File: src/olar_pkg.sv
// olar_pkg: shared constants and types of the ordered list block
// command and status codes, queue entry type and sizing defaults
// no dependencies
package olar_pkg;

   // sizing defaults
   localparam int DEPTH_DEF   = 32;
   localparam int QUEUE_DEPTH = 2;
   localparam int VALUE_W     = 32;
   localparam int CMD_W       = 2;
   localparam int STATUS_W    = 2;
   localparam int OCC_W       = 6;

   // command codes
   localparam logic [CMD_W-1:0] CMD_APPEND = 2'd0;
   localparam logic [CMD_W-1:0] CMD_REMOVE = 2'd1;
   localparam logic [CMD_W-1:0] CMD_DUMP   = 2'd2;

   // result status codes
   localparam logic [STATUS_W-1:0] ST_OK       = 2'd0;
   localparam logic [STATUS_W-1:0] ST_FULL     = 2'd1;
   localparam logic [STATUS_W-1:0] ST_NOTFOUND = 2'd2;
   localparam logic [STATUS_W-1:0] ST_EMPTY    = 2'd3;

   // one classified command waiting for the back end
   typedef struct packed {
      logic [CMD_W-1:0]   op;
      logic [VALUE_W-1:0] value;
   } job_type;

   // queue status seen by the front end and the back end
   typedef struct packed {
      logic full;
      logic empty;
   } qstat_type;

endpackage

File: src/olar_front.sv
// olar_front: input side of the ordered list block
// accepts request transfers, drops unused command codes, pushes jobs to the queue
// depends on olar_pkg
module olar_front (
   input  logic                          req_tvalid,
   output logic                          req_tready,
   input  logic [olar_pkg::VALUE_W-1:0]  req_tdata,   // value
   input  logic [olar_pkg::CMD_W-1:0]    req_tuser,   // command
   input  olar_pkg::qstat_type           qstat,
   output logic                          push,
   output olar_pkg::job_type             push_job
);

   logic accept;
   logic known_cmd;

   // take a transfer whenever the queue has room
   assign req_tready = !qstat.full;
   assign accept     = req_tvalid && req_tready;

   // classify: unused codes are consumed without a job
   always_comb begin
      known_cmd = req_tuser inside {olar_pkg::CMD_APPEND, olar_pkg::CMD_REMOVE,
                                    olar_pkg::CMD_DUMP};
   end

   assign push           = accept && known_cmd;
   assign push_job.op    = req_tuser;
   assign push_job.value = req_tdata;

endmodule

File: src/olar_queue.sv
// olar_queue: short job queue between front end and back end
// register based fifo of olar_pkg::QUEUE_DEPTH jobs
// depends on olar_pkg
module olar_queue (
   input  logic                 clock,
   input  logic                 reset,
   input  logic                 push,
   input  olar_pkg::job_type    push_job,
   input  logic                 pop,
   output olar_pkg::job_type    pop_job,
   output olar_pkg::qstat_type  qstat
);

   localparam int QAW = (olar_pkg::QUEUE_DEPTH > 1) ? $clog2(olar_pkg::QUEUE_DEPTH) : 1;
   localparam int QFW = $clog2(olar_pkg::QUEUE_DEPTH + 1);

   olar_pkg::job_type slot_ff [olar_pkg::QUEUE_DEPTH];
   logic [QAW-1:0]    wr_ptr_ff, wr_ptr_in;
   logic [QAW-1:0]    rd_ptr_ff, rd_ptr_in;
   logic [QFW-1:0]    fill_ff, fill_in;
   logic              do_push;
   logic              do_pop;

   assign qstat.full  = (fill_ff == QFW'(olar_pkg::QUEUE_DEPTH));
   assign qstat.empty = (fill_ff == '0);
   assign do_push     = push && !qstat.full;
   assign do_pop      = pop && !qstat.empty;
   assign pop_job     = slot_ff[rd_ptr_ff];

   // pointer and fill count update
   always_comb begin
      wr_ptr_in = wr_ptr_ff;
      rd_ptr_in = rd_ptr_ff;
      fill_in   = fill_ff;
      if (do_push) begin
         wr_ptr_in = (wr_ptr_ff == QAW'(olar_pkg::QUEUE_DEPTH - 1)) ? '0 : wr_ptr_ff + 1'b1;
      end
      if (do_pop) begin
         rd_ptr_in = (rd_ptr_ff == QAW'(olar_pkg::QUEUE_DEPTH - 1)) ? '0 : rd_ptr_ff + 1'b1;
      end
      if (do_push && !do_pop) begin
         fill_in = fill_ff + 1'b1;
      end else if (do_pop && !do_push) begin
         fill_in = fill_ff - 1'b1;
      end
   end

   // control registers
   always_ff @(posedge clock) begin
      if (reset) begin
         wr_ptr_ff <= '0;
         rd_ptr_ff <= '0;
         fill_ff   <= '0;
      end else begin
         wr_ptr_ff <= wr_ptr_in;
         rd_ptr_ff <= rd_ptr_in;
         fill_ff   <= fill_in;
      end
   end

   // job storage
   always_ff @(posedge clock) begin
      if (do_push) begin
         slot_ff[wr_ptr_ff] <= push_job;
      end
   end

endmodule

File: src/olar_back.sv
// olar_back: execution side of the ordered list block
// holds the list memory and count, runs append, remove scan and dump, drives results
// depends on olar_pkg
module olar_back #(
   parameter int DEPTH = olar_pkg::DEPTH_DEF
) (
   input  logic                            clock,
   input  logic                            reset,
   input  olar_pkg::qstat_type             qstat,
   input  olar_pkg::job_type               job,
   output logic                            pop,
   output logic                            rsp_valid,
   input  logic                            rsp_ready,
   output logic [olar_pkg::STATUS_W-1:0]   rsp_status,
   output logic [olar_pkg::VALUE_W-1:0]    rsp_entry,
   output logic [olar_pkg::OCC_W-1:0]      rsp_occ,
   output logic                            rsp_last
);

   localparam int AW = $clog2(DEPTH);
   localparam int CW = $clog2(DEPTH + 1);

   localparam logic [1:0] S_IDLE = 2'd0;
   localparam logic [1:0] S_SCAN = 2'd1;
   localparam logic [1:0] S_DUMP = 2'd2;

   // list memory, head at address zero
   logic [olar_pkg::VALUE_W-1:0] mem [DEPTH];
   logic [olar_pkg::VALUE_W-1:0] rd_data_ff;
   logic                         wr_en;
   logic [AW-1:0]                wr_addr;
   logic [olar_pkg::VALUE_W-1:0] wr_data;
   logic                         rd_en;
   logic [AW-1:0]                rd_addr;

   logic [1:0]                   state_ff, state_in;
   logic [CW-1:0]                count_ff, count_in;
   logic [CW-1:0]                idx_ff, idx_in;
   logic                         found_ff, found_in;
   logic [olar_pkg::VALUE_W-1:0] target_ff, target_in;

   logic                         rsp_valid_ff, rsp_valid_in;
   logic [olar_pkg::STATUS_W-1:0] rsp_status_ff;
   logic [olar_pkg::VALUE_W-1:0] rsp_entry_ff;
   logic [olar_pkg::OCC_W-1:0]   rsp_occ_ff;
   logic                         rsp_last_ff;

   logic                         load;
   logic [olar_pkg::STATUS_W-1:0] ld_status;
   logic [olar_pkg::VALUE_W-1:0] ld_entry;
   logic                         ld_last;
   logic [CW-1:0]                ld_count;

   logic                         out_free;
   logic [CW-1:0]                data_idx;
   logic [CW-1:0]                shift_idx;
   logic                         last_data;
   logic                         match;

   assign out_free  = !rsp_valid_ff || rsp_ready;
   // during a scan the read data belongs to the entry before idx
   assign data_idx  = idx_ff - CW'(1);
   assign shift_idx = idx_ff - CW'(2);
   assign last_data = (data_idx == count_ff - CW'(1));
   assign match     = (rd_data_ff == target_ff);

   // sequencer
   always_comb begin
      state_in  = state_ff;
      count_in  = count_ff;
      idx_in    = idx_ff;
      found_in  = found_ff;
      target_in = target_ff;
      wr_en     = 1'b0;
      wr_addr   = '0;
      wr_data   = rd_data_ff;
      rd_en     = 1'b0;
      rd_addr   = '0;
      pop       = 1'b0;
      load      = 1'b0;
      ld_status = olar_pkg::ST_OK;
      ld_entry  = '0;
      ld_last   = 1'b1;
      ld_count  = count_ff;
      case (state_ff)
         S_IDLE: begin
            if (!qstat.empty && out_free) begin
               pop = 1'b1;
               case (job.op)
                  olar_pkg::CMD_APPEND: begin
                     load = 1'b1;
                     if (count_ff >= CW'(DEPTH)) begin
                        ld_status = olar_pkg::ST_FULL;
                     end else begin
                        wr_en    = 1'b1;
                        wr_addr  = count_ff[AW-1:0];
                        wr_data  = job.value;
                        count_in = count_ff + CW'(1);
                        ld_count = count_ff + CW'(1);
                     end
                  end
                  olar_pkg::CMD_REMOVE: begin
                     if (count_ff == '0) begin
                        load      = 1'b1;
                        ld_status = olar_pkg::ST_NOTFOUND;
                     end else begin
                        rd_en     = 1'b1;
                        idx_in    = CW'(1);
                        found_in  = 1'b0;
                        target_in = job.value;
                        state_in  = S_SCAN;
                     end
                  end
                  olar_pkg::CMD_DUMP: begin
                     if (count_ff == '0) begin
                        load      = 1'b1;
                        ld_status = olar_pkg::ST_EMPTY;
                     end else begin
                        rd_en    = 1'b1;
                        idx_in   = '0;
                        state_in = S_DUMP;
                     end
                  end
                  default: begin
                  end
               endcase
            end
         end
         S_SCAN: begin
            if (last_data) begin
               // final entry: close the scan once the result register is free
               if (out_free) begin
                  load     = 1'b1;
                  state_in = S_IDLE;
                  if (found_ff) begin
                     wr_en   = 1'b1;
                     wr_addr = shift_idx[AW-1:0];
                  end
                  if (found_ff || match) begin
                     count_in = count_ff - CW'(1);
                     ld_count = count_ff - CW'(1);
                  end else begin
                     ld_status = olar_pkg::ST_NOTFOUND;
                  end
               end
            end else begin
               // after the hit every entry moves one place towards the head
               if (found_ff) begin
                  wr_en   = 1'b1;
                  wr_addr = shift_idx[AW-1:0];
               end else if (match) begin
                  found_in = 1'b1;
               end
               rd_en   = 1'b1;
               rd_addr = idx_ff[AW-1:0];
               idx_in  = idx_ff + CW'(1);
            end
         end
         S_DUMP: begin
            if (out_free) begin
               load     = 1'b1;
               ld_entry = rd_data_ff;
               ld_last  = (idx_ff == count_ff - CW'(1));
               if (ld_last) begin
                  state_in = S_IDLE;
               end else begin
                  rd_en   = 1'b1;
                  rd_addr = idx_ff[AW-1:0] + AW'(1);
                  idx_in  = idx_ff + CW'(1);
               end
            end
         end
         default: begin
            state_in = S_IDLE;
         end
      endcase
   end

   // result register handshake
   always_comb begin
      rsp_valid_in = rsp_valid_ff;
      if (load) begin
         rsp_valid_in = 1'b1;
      end else if (rsp_ready) begin
         rsp_valid_in = 1'b0;
      end
   end

   // control registers
   always_ff @(posedge clock) begin
      if (reset) begin
         state_ff     <= S_IDLE;
         count_ff     <= '0;
         idx_ff       <= '0;
         found_ff     <= 1'b0;
         rsp_valid_ff <= 1'b0;
      end else begin
         state_ff     <= state_in;
         count_ff     <= count_in;
         idx_ff       <= idx_in;
         found_ff     <= found_in;
         rsp_valid_ff <= rsp_valid_in;
      end
   end

   // payload registers
   always_ff @(posedge clock) begin
      target_ff <= target_in;
      if (load) begin
         rsp_status_ff <= ld_status;
         rsp_entry_ff  <= ld_entry;
         rsp_occ_ff    <= olar_pkg::OCC_W'(ld_count);
         rsp_last_ff   <= ld_last;
      end
   end

   // list memory ports
   always_ff @(posedge clock) begin
      if (wr_en) begin
         mem[wr_addr] <= wr_data;
      end
      if (rd_en) begin
         rd_data_ff <= mem[rd_addr];
      end
   end

   assign rsp_valid  = rsp_valid_ff;
   assign rsp_status = rsp_status_ff;
   assign rsp_entry  = rsp_entry_ff;
   assign rsp_occ    = rsp_occ_ff;
   assign rsp_last   = rsp_last_ff;

   // checks
   a_count_bound: assert property (@(posedge clock) disable iff (reset)
      count_ff <= CW'(DEPTH))
      else $error("list count above depth");

   a_count_step: assert property (@(posedge clock) disable iff (reset)
      !$past(reset) |-> (count_ff == $past(count_ff) ||
                         count_ff == $past(count_ff) + CW'(1) ||
                         count_ff == $past(count_ff) - CW'(1)))
      else $error("list count moved by more than one");

   a_write_in_list: assert property (@(posedge clock) disable iff (reset)
      wr_en |-> (CW'(wr_addr) <= count_ff))
      else $error("memory write beyond the list tail");

   a_dump_in_list: assert property (@(posedge clock) disable iff (reset)
      (state_ff == S_DUMP) |-> (idx_ff < count_ff))
      else $error("dump index beyond the list tail");

endmodule

File: src/ordered_list_append_remove.sv
// ordered list with append, remove and dump; one job at a time in the back end
// path: an append result is registered after the job queue; a remove scans the list
// (one memory read per entry in the scan); dump gives one entry a cycle while rsp_tready holds
// throughput: append one per cycle while results are taken; no job starts mid remove or dump
// reset: empties the list, the job queue and the result register; memory is not cleared
// depends on olar_pkg, olar_front, olar_queue, olar_back
module ordered_list_append_remove #(
   parameter int DEPTH = olar_pkg::DEPTH_DEF
) (
   input  logic                            clock,
   input  logic                            reset,
   input  logic                            req_tvalid,
   output logic                            req_tready,
   input  logic [olar_pkg::VALUE_W-1:0]    req_tdata,   // [31:0] value
   input  logic [olar_pkg::CMD_W-1:0]      req_tuser,   // [1:0] command
   output logic                            rsp_tvalid,
   input  logic                            rsp_tready,
   output logic [39:0]                     rsp_tdata,   // [31:0] entry, [37:32] occupancy, zero pad
   output logic [olar_pkg::STATUS_W-1:0]   rsp_tuser,   // [1:0] status
   output logic                            rsp_tlast
);

   olar_pkg::qstat_type          qstat;
   olar_pkg::job_type            push_job;
   olar_pkg::job_type            pop_job;
   logic                         push;
   logic                         pop;
   logic [olar_pkg::VALUE_W-1:0] rsp_entry;
   logic [olar_pkg::OCC_W-1:0]   rsp_occ;

   // request side
   olar_front u_front (
      .req_tvalid (req_tvalid),
      .req_tready (req_tready),
      .req_tdata  (req_tdata),
      .req_tuser  (req_tuser),
      .qstat      (qstat),
      .push       (push),
      .push_job   (push_job)
   );

   // decoupling queue
   olar_queue u_queue (
      .clock    (clock),
      .reset    (reset),
      .push     (push),
      .push_job (push_job),
      .pop      (pop),
      .pop_job  (pop_job),
      .qstat    (qstat)
   );

   // list engine
   olar_back #(
      .DEPTH (DEPTH)
   ) u_back (
      .clock      (clock),
      .reset      (reset),
      .qstat      (qstat),
      .job        (pop_job),
      .pop        (pop),
      .rsp_valid  (rsp_tvalid),
      .rsp_ready  (rsp_tready),
      .rsp_status (rsp_tuser),
      .rsp_entry  (rsp_entry),
      .rsp_occ    (rsp_occ),
      .rsp_last   (rsp_tlast)
   );

   // result packing
   assign rsp_tdata = {2'b00, rsp_occ, rsp_entry};

endmodule
File: config.mk
export PLATFORM = sky130hd
export DESIGN_NAME = ordered_list_append_remove
export DESIGN_NICKNAME = d
export VERILOG_FILES = /design/src/olar_pkg.sv /design/src/olar_front.sv /design/src/olar_queue.sv /design/src/olar_back.sv /design/src/ordered_list_append_remove.sv
export SDC_FILE = /design/constraint.sdc
export NUM_CORES = 2
export LEC_CHECK = 0
export BUFFER_PORTS_ARGS = -buffer_cell sky130_fd_sc_hd__buf_2
export CAP_MARGIN = 20
export CORE_ASPECT_RATIO = 0.9
export CORE_UTILIZATION = 57
export DETAILED_ROUTE_END_ITERATION = 7
export PLACE_DENSITY = 0.75
export SLEW_MARGIN = 20
export SYNTH_ARGS = -nofsm -noshare
export SYNTH_HDL_FRONTEND = slang
export SYNTH_HIERARCHICAL = 1
export SYNTH_SLANG_ARGS = --single-unit
File: constraint.sdc
create_clock -name clock -period 5 [get_ports clock]
set_clock_uncertainty 0.15 [all_clocks]
set_input_delay 0.25 -clock clock [delete_from_list [all_inputs] [get_ports clock]]
set_output_delay 0.25 -clock clock [all_outputs]
set_load 0.01 [all_outputs]
==> results.sh <==
export IMPL_wl_met1_um=50690
export IMPL_vdd_drop_max_mv=0.4436
export IMPL_levels_on_crit_path=15
export IMPL_postRouteWirelength_um=136100
export IMPL_grt_start_max_net_pins=100
export IMPL_crit_path_max_fanout=40
export IMPL_rsz_0062_raised_after_global_routing="false"
export IMPL_crit_reg2reg_capture="u_back/rd_data_ff[24]"
export IMPL_setup_worst_path_start_class="flop"
export IMPL_i_o_pins=83
export IMPL_insertedDiodeCount=0
export IMPL_min_period_ns=4.756
export IMPL_most_common_layout_cells="1197 x sky130_fd_sc_hd__edfxtp_1, 612 x sky130_fd_sc_hd__nand2_1, 177 x sky130_fd_sc_hd__nand3_1"
export IMPL_antenna_found_initial=1
export IMPL_critical_path_most_common_cell="sky130_fd_sc_hd__buf_4"
export IMPL_slowest_delay_ns=0.65
export IMPL_detail_route_vias_per_cell=6.654
export IMPL_clock_sink_count=1218
export IMPL_worst_path_dominant_cell_family="simple AND/OR/NAND/NOR gates"
export IMPL_cp_num_buf_inv=5
export IMPL_final_max_slew_viol_count=0
export IMPL_setup_viol_count_final=0
export IMPL_outcome="finished clean"
export IMPL_worstPathRequired_ns=5.30
export IMPL_finalCoreUtilization_pct=65.30
export IMPL_cell_by_cell_listing_of_the_critical_path="inv_1 > ha_1 > xor2_1 > nor2_1 > nand4_1 > o211ai_4 > nand2_8 > buf_12 > buf_4 > buf_4 > a221oi_1 > nor4b_1 > nor4_2 > buf_4 > nand3_1"
export IMPL_worst_endpoint_arrival_ns=5.05
export IMPL_grt_overflow=0
export IMPL_fmaxAchievable_ghz=0.2102
export IMPL_ctsLongestPathBuffers=3
export IMPL_core_area_um2=86270
export IMPL_final_net_count=3666
export IMPL_drt_first_iter_violations=4467
export IMPL_clock_root_buffer="sky130_fd_sc_hd__clkbuf_16"
export IMPL_slew_limit_headroom_pct=20.16
export IMPL_floorplan_die_width_um=313.6
export IMPL_grtUsageTotal_pct=30.62
export IMPL_drc=0
export IMPL_filler_cells=5851
export IMPL_timing_worst_slew_pin_value_ns=1.195
export IMPL_count_of_mapped_cells_out_of_synthesis=3520
export IMPL_areaGrowthSynthToFinish_pct=13.12
export IMPL_post_route_period_util_pct=95.13
export IMPL_place_port_buffers=80
export IMPL_synth_ff_latch_count=1218
export IMPL_layout_drive_gt1_share_pct=13.73
export IMPL_ys_seq_area_share_pct=73.02
export IMPL_yosys_cell_types_count=82
export IMPL_timing_max_cap_violations=0
export IMPL_num_vias=32231
export IMPL_hold_ws_ns=0.1202
export IMPL_first_global_vias=31247
export IMPL_met3_length_um=15050
export IMPL_cts_reportedPaths_clkPinSlew_ns=0.07
export IMPL_r2r_cells=15
export IMPL_r2r_setup_slack_ns=0.24
export IMPL_asr_flop_ratio_synth_pct=0
export IMPL_cts_buffers_inserted=112
export IMPL_met2_length_um=62980
export IMPL_start_util_pct=57.72
export IMPL_synth_top_flop_cell="sky130_fd_sc_hd__edfxtp_1"
export IMPL_timing_rr_start="u_back/idx_ff[0]"
export IMPL_worst_setup_path_category="flop to flop"
export IMPL_synthesis_area_per_instance_um2=14.15
export IMPL_kind_of_capture_point_of_the_worst_setup_path="flop"
export IMPL_core_rowCount=102
export IMPL_power_mw=23.16
export IMPL_number_of_synthesized_flops_with_an_enable_pin=1197
export IMPL_cp_startpoint="u_back/idx_ff[0]"
export IMPL_layout_commonest_cell="sky130_fd_sc_hd__edfxtp_1"
export IMPL_drt_pass1_iterations=6
export IMPL_power_density_nw_per_um2=411.2
export IMPL_htreeDepth=3
export IMPL_critical_path_slowest_cell="sky130_fd_sc_hd__dfxtp_1"
export IMPL_grt_pass1_wl_um=198900
export IMPL_clk_lat_worst_skew_ns=0.71
export IMPL_top_layer="met5"
export IMPL_synth_warning_count=6
export IMPL_tritoncts="built"
export IMPL_hold_viol_final=0
export IMPL_wl_per_cell_um=28.10
export IMPL_die_area_um2=88560
export IMPL_fin_tns_setup_ns=0
export IMPL_static_leakage_power_nw=18.74
export IMPL_syn_area_um2=49800
export IMPL_gp_congestion=0.9062
export IMPL_type_of_the_most_critical_hold_path="primary input to flop"
export IMPL_ant_nets=0
export IMPL_setup_worst_path_end="u_back/rd_data_ff[24]"
export IMPL_floorplan_die_height_um=282.4
export IMPL_detailedPlacementHpwl_um=75840
## worst register-to-register path, delay by kind of cell, from the launching register on
family,cells,cell delay [ns]
simple gates,6,1.27
flops,1,0.65
xor+xnor,1,0.16
buf+inv,5,1.16
fa+ha+maj,1,0.40
compound gates,2,0.75
## worst min-delay path by stage
stage	from	endpoint	slack [ns]	cells after the start
4_1_cts	req_tdata[27]	u_queue/slot_ff[0][27]	0.11	2
5_1_grt	req_tdata[20]	u_queue/slot_ff[0][20]	0.13	2
2_1_floorplan	reset	u_queue/fill_ff[1]	0.17	1
6_report	req_tdata[20]	u_queue/slot_ff[0][20]	0.12	2
3_3_place_gp	req_tdata[15]	u_queue/slot_ff[1][15]	0.29	1
3_5_place_dp	req_tdata[0]	u_queue/slot_ff[0][0]	0.29	1
## cell families (layout without fill, tap and decap cells)
group                      Yosys count  after routing  synth area share, %
xor gates and xnor gates            52             52                1.045
adders and majority gates           18             18               0.4522
other                                1              2             0.007530
and+or+nand+nor                   1336           1336                13.52
buffers and inverters              343            522                3.176
AOI/OAI and AO/OA                  516            516                7.967
DFF                               1218           1218                73.02
muxes                               36             36               0.8115
## sequential cells by signal, summed over array words and instances (netlist names), named ones only
| name | count |
|---|---|
| u_back/idx_ff | 6 |
| u_back/count_ff | 6 |
| u_back/state_ff | 2 |
| u_queue/fill_ff | 2 |
| u_back/rsp_status | 2 |
| u_back/rd_data_ff | 32 |
| u_queue/wr_ptr_ff | 1 |
| u_queue/rd_ptr_ff | 1 |
| u_back/rsp_entry | 32 |
| u_back/rsp_last | 1 |
| u_queue/slot_ff | 68 |
| u_back/rsp_valid | 1 |
| u_back/mem | 1024 |
| u_back/rsp_occ | 6 |
| u_back/target_ff | 32 |
| u_back/found_ff | 1 |
## cells in the mapped netlist, types with 4 or more instances
| cell | number | area share (%) |
|---|---|---|
| sky130_fd_sc_hd__mux2_2 | 35 | 0.79 |
| sky130_fd_sc_hd__o21ai_0 | 9 | 0.090 |
| sky130_fd_sc_hd__and2_1 | 98 | 1.2 |
| sky130_fd_sc_hd__a21o_1 | 4 | 0.060 |
| sky130_fd_sc_hd__and3_1 | 159 | 2.0 |
| sky130_fd_sc_hd__edfxtp_1 | 1197 | 72 |
| sky130_fd_sc_hd__nor3_1 | 7 | 0.070 |
| sky130_fd_sc_hd__ha_1 | 18 | 0.45 |
| sky130_fd_sc_hd__nand2_1 | 622 | 4.7 |
| sky130_fd_sc_hd__dfxtp_1 | 21 | 0.84 |
| sky130_fd_sc_hd__or3_1 | 8 | 0.10 |
| sky130_fd_sc_hd__clkbuf_1 | 156 | 1.2 |
| sky130_fd_sc_hd__nor2b_1 | 7 | 0.088 |
| sky130_fd_sc_hd__o21a_1 | 4 | 0.060 |
| sky130_fd_sc_hd__xor2_1 | 8 | 0.14 |
| sky130_fd_sc_hd__buf_6 | 9 | 0.20 |
| sky130_fd_sc_hd__a221oi_1 | 94 | 1.7 |
| sky130_fd_sc_hd__a211oi_2 | 4 | 0.10 |
| sky130_fd_sc_hd__xnor2_1 | 39 | 0.69 |
| sky130_fd_sc_hd__o21ai_1 | 5 | 0.050 |
| sky130_fd_sc_hd__nand2b_1 | 5 | 0.063 |
| sky130_fd_sc_hd__a32oi_1 | 34 | 0.60 |
| sky130_fd_sc_hd__a21oi_1 | 53 | 0.53 |
| sky130_fd_sc_hd__buf_2 | 61 | 0.61 |
| sky130_fd_sc_hd__a31oi_1 | 67 | 0.84 |
| sky130_fd_sc_hd__nand4_1 | 44 | 0.55 |
| sky130_fd_sc_hd__a22o_1 | 4 | 0.070 |
| sky130_fd_sc_hd__inv_1 | 54 | 0.41 |
| sky130_fd_sc_hd__buf_1 | 21 | 0.16 |
| sky130_fd_sc_hd__nor2_1 | 60 | 0.45 |
| sky130_fd_sc_hd__a211oi_1 | 159 | 2.4 |
| sky130_fd_sc_hd__a32o_1 | 4 | 0.080 |
| sky130_fd_sc_hd__nand3b_1 | 6 | 0.090 |
| sky130_fd_sc_hd__o22ai_1 | 4 | 0.050 |
| sky130_fd_sc_hd__nor4_1 | 35 | 0.44 |
| sky130_fd_sc_hd__o2111ai_1 | 34 | 0.60 |
| sky130_fd_sc_hd__nand3_1 | 177 | 1.8 |
| sky130_fd_sc_hd__buf_4 | 40 | 0.60 |
| sky130_fd_sc_hd__nor4b_1 | 94 | 1.7 |
## timing repair
item,in CTS,in global routing
setup buffers,0,1
gates resized for setup,0,5
endpoints found under the setup margin,0,12
hold endpoints to repair,89,0
hold buffers,37,0
## cell type report
class | count | area, um2 | area share (%)
tap | 1144 | 1431 | 2.541
timing repair buffer | 262 | 2445 | 4.340
inverter | 56 | 210.2 | 0.3731
multi-input combinational | 1960 | 12310 | 21.85
clock buffer | 137 | 2917 | 5.177
clock inverter | 67 | 655.6 | 1.164
sequential | 1218 | 36370 | 64.55
## through the flow
step,cells,setup slack [ns],instance area (um2)
3_5_place_dp,4600,0.08344,52310
3_3_place_gp,4600,0.2977,52310
4_1_cts,4841,0.07692,56250
2_1_floorplan,3521,0.1604,49800
6_report,4844,0.2437,56330
5_1_grt,4844,0.07771,56330
## power by group
group          switching [mW]  internal (mW)
Clock                    3.70           4.71
Combinational            1.76          0.582
Sequential              0.141           12.3
## metal layers
layer | GRT usage [%] | vias to the layer above
met2 | 47.88 | 2206
met1 | 41.37 | 15968
li1 | - | 13664
met4 | 15.52 | 2
met3 | 5.887 | 391
met5 | 0 | -
Power figures use the tool's default switching activity.
